--- src/rtl/alq_pkg.sv ---
// Package for the axis level quantizer: field widths, register indexes,
// reset values and the sequencer state type. No dependencies.

package alq_pkg;

  localparam int MAX_LEVELS_DEF  = 16;
  localparam int SAMPLE_BITS_DEF = 16;

  localparam int LEVEL_W   = 6;
  localparam int COUNT_W   = 5;
  localparam int CFG_IDX_W = 2;

  localparam logic [CFG_IDX_W-1:0] REG_END_FIRST    = 2'd0;
  localparam logic [CFG_IDX_W-1:0] REG_CENTER_VALUE = 2'd1;
  localparam logic [CFG_IDX_W-1:0] REG_END_SECOND   = 2'd2;
  localparam logic [CFG_IDX_W-1:0] REG_LEVEL_COUNT  = 2'd3;

  localparam logic [COUNT_W-1:0] LEVEL_COUNT_RST = 5'd4;

  typedef enum logic [2:0] {
    ST_IDLE,
    ST_MUL_L,
    ST_LOAD_L,
    ST_LEFT,
    ST_MUL_R,
    ST_LOAD_R,
    ST_RIGHT,
    ST_FINISH
  } alq_state_e;

endpackage

--- src/rtl/axis_level_quantizer_unit.sv ---
// Axis level quantizer: maps one raw axis sample to a signed level -N..+N.
// Depends on alq_pkg.
//
//   channel   direction  handshake                       payload
//   cfg       in         cfg_we_i                        cfg_idx_i, cfg_data_i
//   sample    in         sample_valid_i / sample_stall_o sample_i
//   level     out        level_valid_o / level_stall_i   level_o
//
// A sample inside the span with N levels runs two multiply/load pairs plus N
// compare-and-add steps per side on the shared accumulator before the finish
// step; clamped samples and N = 0 go straight from acceptance to the finish
// step. No new word is taken until the current one has left the finish step.
// Reset clears the sequencer, the output valid and the configuration
// registers to their defaults. The result register frees the sequencer, so a
// stalled output word blocks input only once the next result is ready.

module axis_level_quantizer_unit
  import alq_pkg::*;
#(
  parameter int MAX_LEVELS  = MAX_LEVELS_DEF,
  parameter int SAMPLE_BITS = SAMPLE_BITS_DEF
) (
  input  logic                          clk_i,
  input  logic                          rst_ni,
  input  logic                          cfg_we_i,
  input  logic [CFG_IDX_W-1:0]          cfg_idx_i,
  input  logic [SAMPLE_BITS-1:0]        cfg_data_i,
  input  logic                          sample_valid_i,
  output logic                          sample_stall_o,
  input  logic signed [SAMPLE_BITS-1:0] sample_i,
  output logic                          level_valid_o,
  input  logic                          level_stall_i,
  output logic signed [LEVEL_W-1:0]     level_o
);

  localparam int NW     = $clog2(MAX_LEVELS + 1);
  localparam int DEN_W  = NW + 1;
  localparam int DIF_W  = SAMPLE_BITS + 1;
  localparam int PROD_W = DIF_W + DEN_W + 1;
  localparam int ACC_W  = SAMPLE_BITS + DEN_W + 4;
  localparam int LV_W   = (NW + 2 > LEVEL_W) ? NW + 2 : LEVEL_W;

  alq_state_e state_q, state_d;

  logic signed [SAMPLE_BITS-1:0] end_first_q, center_q, end_second_q;
  logic [COUNT_W-1:0]            count_q;

  logic signed [DIF_W-1:0]  d_lo_q, d_c_q, dl_q, dr_q;
  logic                     s_np_q, back_q;
  logic [NW-1:0]            n_q, cnt_q;
  logic signed [LV_W-1:0]   lvl_q;
  logic signed [PROD_W-1:0] prod_q;
  logic signed [ACC_W-1:0]  acc_q;
  logic                     level_valid_q;
  logic signed [LEVEL_W-1:0] level_q;

  logic                          take, out_load, cnt_last, in_range, back;
  logic signed [SAMPLE_BITS-1:0] lo, hi;
  logic [NW-1:0]                 n_sel;
  logic signed [LV_W-1:0]        nx_lv, n_lv, lvl_init, lvl_fin;
  logic [DEN_W-1:0]              den;
  logic signed [PROD_W-1:0]      mul_a, mul_b, prod_d;
  logic signed [ACC_W-1:0]       acc_base, acc_den, acc_off, acc_load, acc_step;
  logic                          hit;

  // configuration registers
  always_ff @(posedge clk_i or negedge rst_ni) begin
    if (!rst_ni) begin
      end_first_q  <= {1'b1, {(SAMPLE_BITS-1){1'b0}}};
      center_q     <= '0;
      end_second_q <= {1'b0, {(SAMPLE_BITS-1){1'b1}}};
      count_q      <= LEVEL_COUNT_RST;
    end else if (cfg_we_i) begin
      unique case (cfg_idx_i)
        REG_END_FIRST:    end_first_q  <= cfg_data_i;
        REG_CENTER_VALUE: center_q     <= cfg_data_i;
        REG_END_SECOND:   end_second_q <= cfg_data_i;
        REG_LEVEL_COUNT:  count_q      <= cfg_data_i[COUNT_W-1:0];
        default: ;
      endcase
    end
  end

  // accept-time decode
  always_comb begin
    back  = end_first_q > end_second_q;
    lo    = back ? end_second_q : end_first_q;
    hi    = back ? end_first_q : end_second_q;
    n_sel = (32'(count_q) > MAX_LEVELS) ? NW'(MAX_LEVELS) : NW'(count_q);
    nx_lv = $signed(LV_W'(n_sel));
    in_range = 1'b0;
    priority if (n_sel == '0) begin
      lvl_init = '0;
    end else if (sample_i < lo) begin
      lvl_init = -nx_lv;
    end else if (sample_i > hi) begin
      lvl_init = nx_lv;
    end else begin
      lvl_init = -nx_lv;
      in_range = 1'b1;
    end
  end

  // shared multiplier and accumulator
  always_comb begin
    den      = {n_q, 1'b1};
    n_lv     = $signed(LV_W'(n_q));
    mul_a    = PROD_W'((state_q == ST_MUL_L) ? d_lo_q : d_c_q);
    mul_b    = $signed(PROD_W'(den));
    prod_d   = mul_a * mul_b;
    acc_base = ACC_W'(prod_q) <<< 1;
    acc_den  = $signed(ACC_W'(den));
    acc_off  = (state_q == ST_LOAD_L) ? (ACC_W'(dl_q) <<< 2) : (ACC_W'(dr_q) <<< 1);
    acc_load = acc_base + acc_den + acc_off;
    acc_step = (state_q == ST_LEFT) ? (ACC_W'(dl_q) <<< 2) : (ACC_W'(dr_q) <<< 2);
    hit      = acc_q[ACC_W-1] || ((acc_q == '0) && s_np_q);
    lvl_fin  = back_q ? -lvl_q : lvl_q;
    cnt_last = (cnt_q == (n_q - NW'(1)));
  end

  always_ff @(posedge clk_i or negedge rst_ni) begin
    if (!rst_ni) begin
      state_q <= ST_IDLE;
    end else begin
      state_q <= state_d;
    end
  end

  always_comb begin
    state_d  = state_q;
    take     = 1'b0;
    out_load = 1'b0;
    unique case (state_q)
      ST_IDLE: begin
        if (sample_valid_i) begin
          take    = 1'b1;
          state_d = in_range ? ST_MUL_L : ST_FINISH;
        end
      end
      ST_MUL_L:  state_d = ST_LOAD_L;
      ST_LOAD_L: state_d = ST_LEFT;
      ST_LEFT: begin
        if (cnt_last) state_d = ST_MUL_R;
      end
      ST_MUL_R:  state_d = ST_LOAD_R;
      ST_LOAD_R: state_d = ST_RIGHT;
      ST_RIGHT: begin
        if (cnt_last) state_d = ST_FINISH;
      end
      ST_FINISH: begin
        if (!level_valid_q || !level_stall_i) begin
          out_load = 1'b1;
          state_d  = ST_IDLE;
        end
      end
      default: state_d = ST_IDLE;
    endcase
  end

  always_ff @(posedge clk_i) begin
    unique case (state_q)
      ST_IDLE: begin
        if (take) begin
          d_lo_q <= DIF_W'(lo) - DIF_W'(sample_i);
          d_c_q  <= DIF_W'(center_q) - DIF_W'(sample_i);
          dl_q   <= DIF_W'(center_q) - DIF_W'(lo);
          dr_q   <= DIF_W'(hi) - DIF_W'(center_q);
          s_np_q <= sample_i[SAMPLE_BITS-1] || (sample_i == '0);
          n_q    <= n_sel;
          back_q <= back;
          lvl_q  <= lvl_init;
          cnt_q  <= '0;
        end
      end
      ST_MUL_L, ST_MUL_R: prod_q <= prod_d;
      ST_LOAD_L, ST_LOAD_R: begin
        acc_q <= acc_load;
        cnt_q <= '0;
      end
      ST_LEFT, ST_RIGHT: begin
        acc_q <= acc_q + acc_step;
        lvl_q <= lvl_q + $signed({{(LV_W-1){1'b0}}, hit});
        cnt_q <= cnt_last ? '0 : cnt_q + NW'(1);
      end
      ST_FINISH: begin
        if (out_load) level_q <= lvl_fin[LEVEL_W-1:0];
      end
      default: ;
    endcase
  end

  always_ff @(posedge clk_i or negedge rst_ni) begin
    if (!rst_ni) begin
      level_valid_q <= 1'b0;
    end else if (out_load) begin
      level_valid_q <= 1'b1;
    end else if (!level_stall_i) begin
      level_valid_q <= 1'b0;
    end
  end

  assign sample_stall_o = (state_q != ST_IDLE);
  assign level_valid_o  = level_valid_q;
  assign level_o        = level_q;

`ifndef ASSERT_OFF
  a_take_starts: assert property (@(posedge clk_i) disable iff (!rst_ni)
    take |=> (state_q == ST_MUL_L || state_q == ST_FINISH))
    else $error("accepted word did not start the sequencer");

  a_cnt_bound: assert property (@(posedge clk_i) disable iff (!rst_ni)
    (state_q == ST_LEFT || state_q == ST_RIGHT) |-> (cnt_q < n_q))
    else $error("step counter ran past the level count");

  a_lvl_bound: assert property (@(posedge clk_i) disable iff (!rst_ni)
    (state_q == ST_LEFT || state_q == ST_RIGHT || state_q == ST_FINISH)
      |-> (lvl_q <= n_lv && lvl_q >= -n_lv))
    else $error("level left the range -N..N");

  a_out_from_finish: assert property (@(posedge clk_i) disable iff (!rst_ni)
    (level_valid_o && !$past(level_valid_o)) |-> $past(state_q == ST_FINISH))
    else $error("output word raised outside the finish step");
`endif

endmodule
--- config.mk ---
export PLATFORM = sky130hd
export DESIGN_NAME = axis_level_quantizer_unit
export DESIGN_NICKNAME = d
export VERILOG_FILES = /design/src/rtl/alq_pkg.sv /design/src/rtl/axis_level_quantizer_unit.sv
export SDC_FILE = /design/constraint.sdc
export NUM_CORES = 1
export LEC_CHECK = 0
export BUFFER_PORTS_ARGS = -buffer_cell sky130_fd_sc_hd__buf_2
export CAP_MARGIN = 40
export CORE_MARGIN = 8
export CORE_UTILIZATION = 35
export CTS_BUF_LIST = sky130_fd_sc_hd__clkbuf_4
export CTS_CLUSTER_SIZE = 20
export DETAILED_ROUTE_END_ITERATION = 12
export HOLD_SLACK_MARGIN = 0.12
export PLACE_DENSITY = 0.58
export RECOVER_POWER = 50
export SLEW_MARGIN = 20
export SYNTH_ARGS = -nofsm -noshare
export SYNTH_HDL_FRONTEND = slang
export SYNTH_SLANG_ARGS = --single-unit
--- constraint.sdc ---
create_clock -name clk_i -period 13.7 [get_ports clk_i]
set_clock_uncertainty 0.1 [all_clocks]
set_input_delay 1.37 -clock clk_i [delete_from_list [all_inputs] [get_ports clk_i]]
set_output_delay 1.37 -clock clk_i [all_outputs]
set_load 0.02 [all_outputs]
==> flow_summary.yaml, run 1 <==
run_status:
  status: "finished, violations left"
  violations: "max-capacitance violations, max-slew violations"
yosys:
  synthFlopType: "edfxtp_1"
  synth_seq_area_share_pct: 31.5
  yosysWarnings: 0
  async_flop_share_pct: 29.1
  netlist_instances: 1749
  synth_edf_count: 139
  netlist_area_um2: 17800
  syn_nets: 2086
  avgSynthCellArea_um2: 10.2
  yosysUniqueCellTypes: 66
  ys_seq_elements: 196
routing:
  drtAntennaViolNets: 0
  drc: 0
  drt-total-wl_mm: 46.1
  vias: 13000
  viasPerCell: 5.23
  drt_iter0_drc: 807
  first_pass_iters: 5
  wl_per_cell_um: 18.6
finish:
  instances_no_fill: 2477
  multiInputGateArea_um2: 11400
  final_common_cell: "ha_1"
  nNetsFinal: 2128
  register_area_um2: 5620
  layout-drive-gt1-share_pct: 12.5
  layout_common_cells: "217 x ha_1, 171 x inv_1, 139 x edfxtp_1"
  nFillCells: 5052
  area_growth_pct: 7.27
power_and_ir_drop:
  vdd_drop_max_uv: 158
  power_uw: 5130
  p_switching_uw: 2430
  p_per_area_nw_per_um2: 268
  switching_share_pct: 47.4
  seqPwrFrac_pct: 22.3
  combPwrFrac_pct: 71.6
  power.share.clock_pct: 6.1
  internal_power_uw: 2700
  leakagePower_uw: 0.00845
clock_tree:
  cts_resized: 0
  htreeDepth: 4
  cts_setup_buffers: 0
  cts_tree: "built"
  cts_buffers: 17
  clock_latency_ns: 0.64
  cts_num_sinks: 196
  clockBufferDepth: 2
  ctsHoldBuffers: 0
  root_buffer: "clkbuf_4"
  clk_transition_reported_paths_ns: 0.17
die:
  row_count: 82
  fp.dieH_um: 242
  die_x_um: 242
  io_pins: 47
  start_util_pct: 35.5
  die_area_um2: 58500
  core-area_um2: 50300
critical_path:
  cp-end-kind: "register"
  critPathMaxStageDelay_ns: 0.87
  critPathMaxFanout: 17
  critPathKind: "reg -> reg"
  critPathTopFamily: "adder cells"
  start_kind: "register"
  cp-startpoint: "state_q[1]"
  crit_slowest_cell: "clkbuf_1"
  worstPathRequired_ns: 14.01
  cp_cell_sequence: "nor3b_1 > clkbuf_1 > mux2i_1 > nor2_1 > fa_1 > fa_1 > fa_1 > fa_1 > ha_1 > a21o_1 > a21o_1 > a21o_1 > a211oi_1 > o21ai_0 > a41o_1 > a41oi_1 > o21bai_1 > xnor2_1"
  worstPathArrival_ns: 7.25
  crit_buf_inv: 1
  crit_top_cell: "fa_1"
  worstReg2RegStart: "state_q[1]"
place:
  dp.final_hpwl_mm: 37.7
  placed_cells: 2443
  dp_worst_setup_slack_ns: 7.38
  port_buffers: 46
  gp_congestion: 0.894
timing:
  max_freq_mhz: 144
  finalSetupViolations: 0
  tightest_slew_ns: 3.05
  slew_viol_final: 84
  fin_ws_ns: 6.76
  max-slew-margin-rel_pct: -104
  finalHoldViolCount: 0
  rsz0062_at_grt: "no"
  hold_ws_ns: 0.460
  finalSetupTns_ns: 0
  fin_crit_sh_pct: 50.6
  period_minus_slack_ns: 6.94
global_route:
  antenna_found_initial: 1
  overflow: 0
  grt_pass1_vias: 13000
  grt_max_degree: 58
  grt_pass1_wl_mm: 72.2
  grtUsageTotal_pct: 15.5
min_path:
  hold_class: "reg -> reg"
  hold_start: "count_q[4]"
run:
  maxCapViolations: 2
## per-layer routing
layer,part of all wire [%],global-route usage (%)
met2,45,24.9
met5,0,0
met3,3.9,2.11
met1,49,21.7
met4,2.3,4.06
## cells by family after synthesis
logic type | Yosys count | synth area share, %
simple gates | 417 | 10.9
xor+xnor | 133 | 6.53
buf+inv | 210 | 4.45
fa+ha+maj | 298 | 24.3
compound gates | 326 | 12.0
mux | 169 | 10.3
flops | 196 | 31.5
## worst paths after layout
| kind | to | slack (ns) | cells past startpoint |
|---|---|---|---|
| max | prod_q[23] | 6.76 | 18 |
| min | n_q[4] | 0.46 | 0 |
| max reg2reg | prod_q[23] | 6.76 | 18 |
| min reg2reg | n_q[4] | 0.46 | 0 |
| max in group asynchronous | state_q[1] | 10.06 | 2 |
| min in group asynchronous | end_second_q[15] | 1.71 | 2 |
## cells in the mapped netlist, types with 28 or more instances
cell type,number,area [um2]
xor2_1,39,342
o21ai_0,51,255
mux2i_1,56,561
xnor2_1,94,823
a21o_1,45,338
mux2_2,113,1270
nand2_1,106,398
a21oi_1,101,505
fa_1,81,1620
nand3_1,28,140
nor3_1,34,170
inv_1,171,642
nor2_1,138,518
ha_1,217,2720
edfxtp_1,139,4170
dfrtp_1,40,1000
## power groups by stage
stage / registers (uW) / logic [uW] / clock network [uW]
2_1_floorplan: 1090 / 2820 / 0
3_5_place_dp: 1160 / 3660 / 0
5_1_grt: 1160 / 4090 / 349
6_report: 1140 / 3670 / 315
3_3_place_gp: 1160 / 3610 / 0
4_1_cts: 1150 / 3680 / 326
## worst register-to-register path, delay by kind of cell, from the launching register on
kind	cells	cell delay, ns
compound gates	8	1.64
xor+xnor	1	0.13
fa+ha+maj	5	2.44
buf+inv	1	0.87
flops	1	0.57
mux	1	0.61
simple gates	2	0.39
## stage by stage
step | instance area (um2) | utilization [%]
after global routing | 19100 | 38.1
after global placement | 18900 | 37.6
after floorplan | 17800 | -
final | 19100 | 38.1
after detailed placement | 18900 | 37.6
after CTS | 19200 | 38.1
## registers in the layout (all words and copies together) (netlist names)
signal	flops
acc_q	24
back_q	1
center_q	16
cnt_q	5
count_q	5
d_c_q	17
d_lo_q	17
dl_q	17
dr_q	17
end_first_q	16
end_second_q	16
level_o	6
level_valid_o	1
lvl_q	6
n_q	5
prod_q	24
state_q	3
## area by class of cell
cell class / count / area share (%)
diodes: 1 / 0.0131
flip-flops and latches: 196 / 29.4
repair buffers: 59 / 1.56
clock inverters: 15 / 0.752
inverters: 174 / 3.41
well taps: 672 / 4.39
clock buffers: 17 / 0.667
multi-input cells: 1343 / 59.8
Power figures use the tool's default switching activity.
==> run 2, diff against run 1 <==
--- a/config.mk
+++ b/config.mk
@@ -13,7 +13,7 @@
 export CTS_CLUSTER_SIZE = 20
 export DETAILED_ROUTE_END_ITERATION = 12
 export HOLD_SLACK_MARGIN = 0.12
-export PLACE_DENSITY = 0.58
+export PLACE_DENSITY = 0.6
 export RECOVER_POWER = 50
 export SLEW_MARGIN = 20
 export SYNTH_ARGS = -nofsm -noshare
==> constraint.sdc (replaced) <==
create_clock -name clk_i -period 5.6 [get_ports clk_i]
set_clock_uncertainty 0.1 [all_clocks]
set_input_delay 0.56 -clock clk_i [delete_from_list [all_inputs] [get_ports clk_i]]
set_output_delay 0.56 -clock clk_i [all_outputs]
set_load 0.02 [all_outputs]
==> flow_summary.yaml, run 2 (synthesis results as in run 1) <==
run_status:
  status: "finished, violations left"
  violations: "max-capacitance violations, max-slew violations"
die:
  row_count: 82
  core-area_um2: 50300
  fp.dieH_um: 242
  die_area_um2: 58500
  io_pins: 47
  die_x_um: 242
  start_util_pct: 35.5
routing:
  drt_iter0_drc: 858
  wl_per_cell_um: 17.9
  viasPerCell: 5.21
  drtAntennaViolNets: 0
  drt-total-wl_mm: 46.3
  vias: 13500
  drc: 0
  first_pass_iters: 5
critical_path:
  critPathKind: "reg -> reg"
  cp-end-kind: "register"
  worstReg2RegStart: "state_q[1]"
  worstPathArrival_ns: 5.71
  worstPathRequired_ns: 5.90
  reg2reg_depth: 20
  worst-r2r-setup-slack_ns: 0.19
  r2r_end: "prod_q[21]"
  start_kind: "register"
  critPathMaxFanout: 7
place:
  gp_congestion: 0.914
  dp.final_hpwl_mm: 37.9
  place_area_um2: 19600
  port_buffers: 46
power_and_ir_drop:
  leakagePower_uw: 0.00901
  p_per_area_nw_per_um2: 665
  p_switching_uw: 6230
  internal_power_uw: 7250
  combPwrFrac_pct: 73.4
  switching_share_pct: 46.2
  seqPwrFrac_pct: 20.5
  vdd_drop_max_uv: 341
  power.share.clock_pct: 6.1
  power_uw: 13500
finish:
  nNetsFinal: 2235
  layout-drive-gt1-share_pct: 17.9
  reg_top3: "acc_q x24, prod_q x24"
  final_common_cell: "ha_1"
  layout_common_cells: "215 x ha_1, 170 x inv_1, 139 x edfxtp_1"
  design_area_um2: 20300
  area_growth_pct: 13.6
timing:
  slew_viol_final: 56
  max-slew-margin-rel_pct: -114
  tightest_slew_ns: 3.21
  fin_crit_sh_pct: 96.6
  finalHoldViolCount: 0
  max_freq_mhz: 185
  finalSetupViolations: 0
  period_minus_slack_ns: 5.41
  rsz0062_at_grt: "yes"
run:
  maxCapViolations: 1
clock_tree:
  clk_transition_reported_paths_ns: 0.18
  clockBufferDepth: 2
  htreeDepth: 4
  clock_latency_ns: 0.63
  root_buffer: "clkbuf_4"
  cts_buffers: 17
  cts_tree: "built"
  cts_num_sinks: 196
global_route:
  grtUsageTotal_pct: 15.7
  grt_pass1_wl_mm: 74.3
  antenna_found_initial: 1
  grt_max_degree: 58
  overflow: 0
  grt_pass1_vias: 13800
min_path:
  hold_depth: 3
  hold_class: "in -> reg"
  hold_start: "sample_i[0]"
  min_to: "d_c_q[0]"
run 2: cell types whose count changed in the layout (fill, tap and decap cells not counted), sizes merged:
| cell | delta |
|---|---|
| clkinv | -1 |
| clkinvlp | -2 |
| buf | +85 |
| dlygate4sd3 | +19 |
| clkbuf | +3 |
| inv | +3 |
run 2: how the worst max path moves through the flow:
stage	from	endpoint	slack, ns	cells past startpoint
2_1_floorplan	state_q[2]	prod_q[23]	-0.006	20
3_3_place_gp	state_q[1]	prod_q[23]	0.09	20
3_5_place_dp	state_q[1]	prod_q[21]	-0.03	20
4_1_cts	state_q[2]	prod_q[21]	0.007	22
5_1_grt	state_q[1]	prod_q[21]	-0.06	20
6_report	state_q[1]	prod_q[21]	0.19	20
run 2: final cells by class:
cell class / instances / area, um2
fillers: 4918 / 30000
multi-input cells: 1343 / 11700
flip-flops and latches: 196 / 5620
repair buffers: 166 / 1180
well taps: 672 / 841
inverters: 174 / 653
clock inverters: 15 / 180
clock buffers: 17 / 128
diodes: 1 / 2.50
run 2: power by group through the flow:
stage / combinational, uW / sequential [uW] / clock [uW]
floorplan: 6980 / 2660 / 0
global placement: 9400 / 2790 / 0
detailed placement: 9620 / 2790 / 0
CTS: 9750 / 2760 / 850
global route: 11000 / 2790 / 911
finish: 9890 / 2760 / 821
run 2: timing repair:
item | 4_1_cts | 5_1_grt
hold buffers | 18 | 1
gates cloned | 1 | 0
setup buffers | 2 | 7
hold endpoints to repair | 93 | 1
endpoints found under the setup margin | 2 | 15
resized for setup | 6 | 33
pin swaps | 1 | 40
run 2: metrics by stage:
| stage | utilization, % | setup TNS [ns] | std cells | worst slack [ns] | hold WS, ns |
|---|---|---|---|---|---|
| floorplan | - | -0.00593 | 1749 | -0.00593 | 0.164 |
| global placement | 38.9 | 0 | 2518 | 0.0862 | 0.403 |
| detailed placement | 39.0 | -0.0593 | 2522 | -0.0305 | 0.411 |
| CTS | 40.1 | 0 | 2575 | 0.00685 | 0.256 |
| global route | 40.3 | -0.136 | 2584 | -0.0571 | 0.236 |
| finish | 40.3 | 0 | 2584 | 0.192 | 0.317 |
run 2: routing by layer:
layer,share of wire [%],GRT usage (%),routed length (um)
met5,0,0,0
met4,2.4,4.03,1110
met3,4.6,2.62,2140
met2,46,25.8,21100
met1,47,21.3,22000
run 2: critical path, stage by stage (launching register included):
cell     delay (ns)
dfrtp_1        0.45
nor3b_4        0.28
buf_12         0.20
buf_8          0.14
mux2i_4        0.27
buf_6          0.14
inv_1          0.05
nand2_1        0.07
fa_1           0.45
fa_1           0.51
fa_1           0.55
inv_1          0.06
fa_1           0.45
ha_1           0.31
or2_2          0.29
a21oi_2        0.14
inv_1          0.06
a41o_1         0.27
a21o_1         0.17
a21oi_2        0.13
xnor2_1        0.09
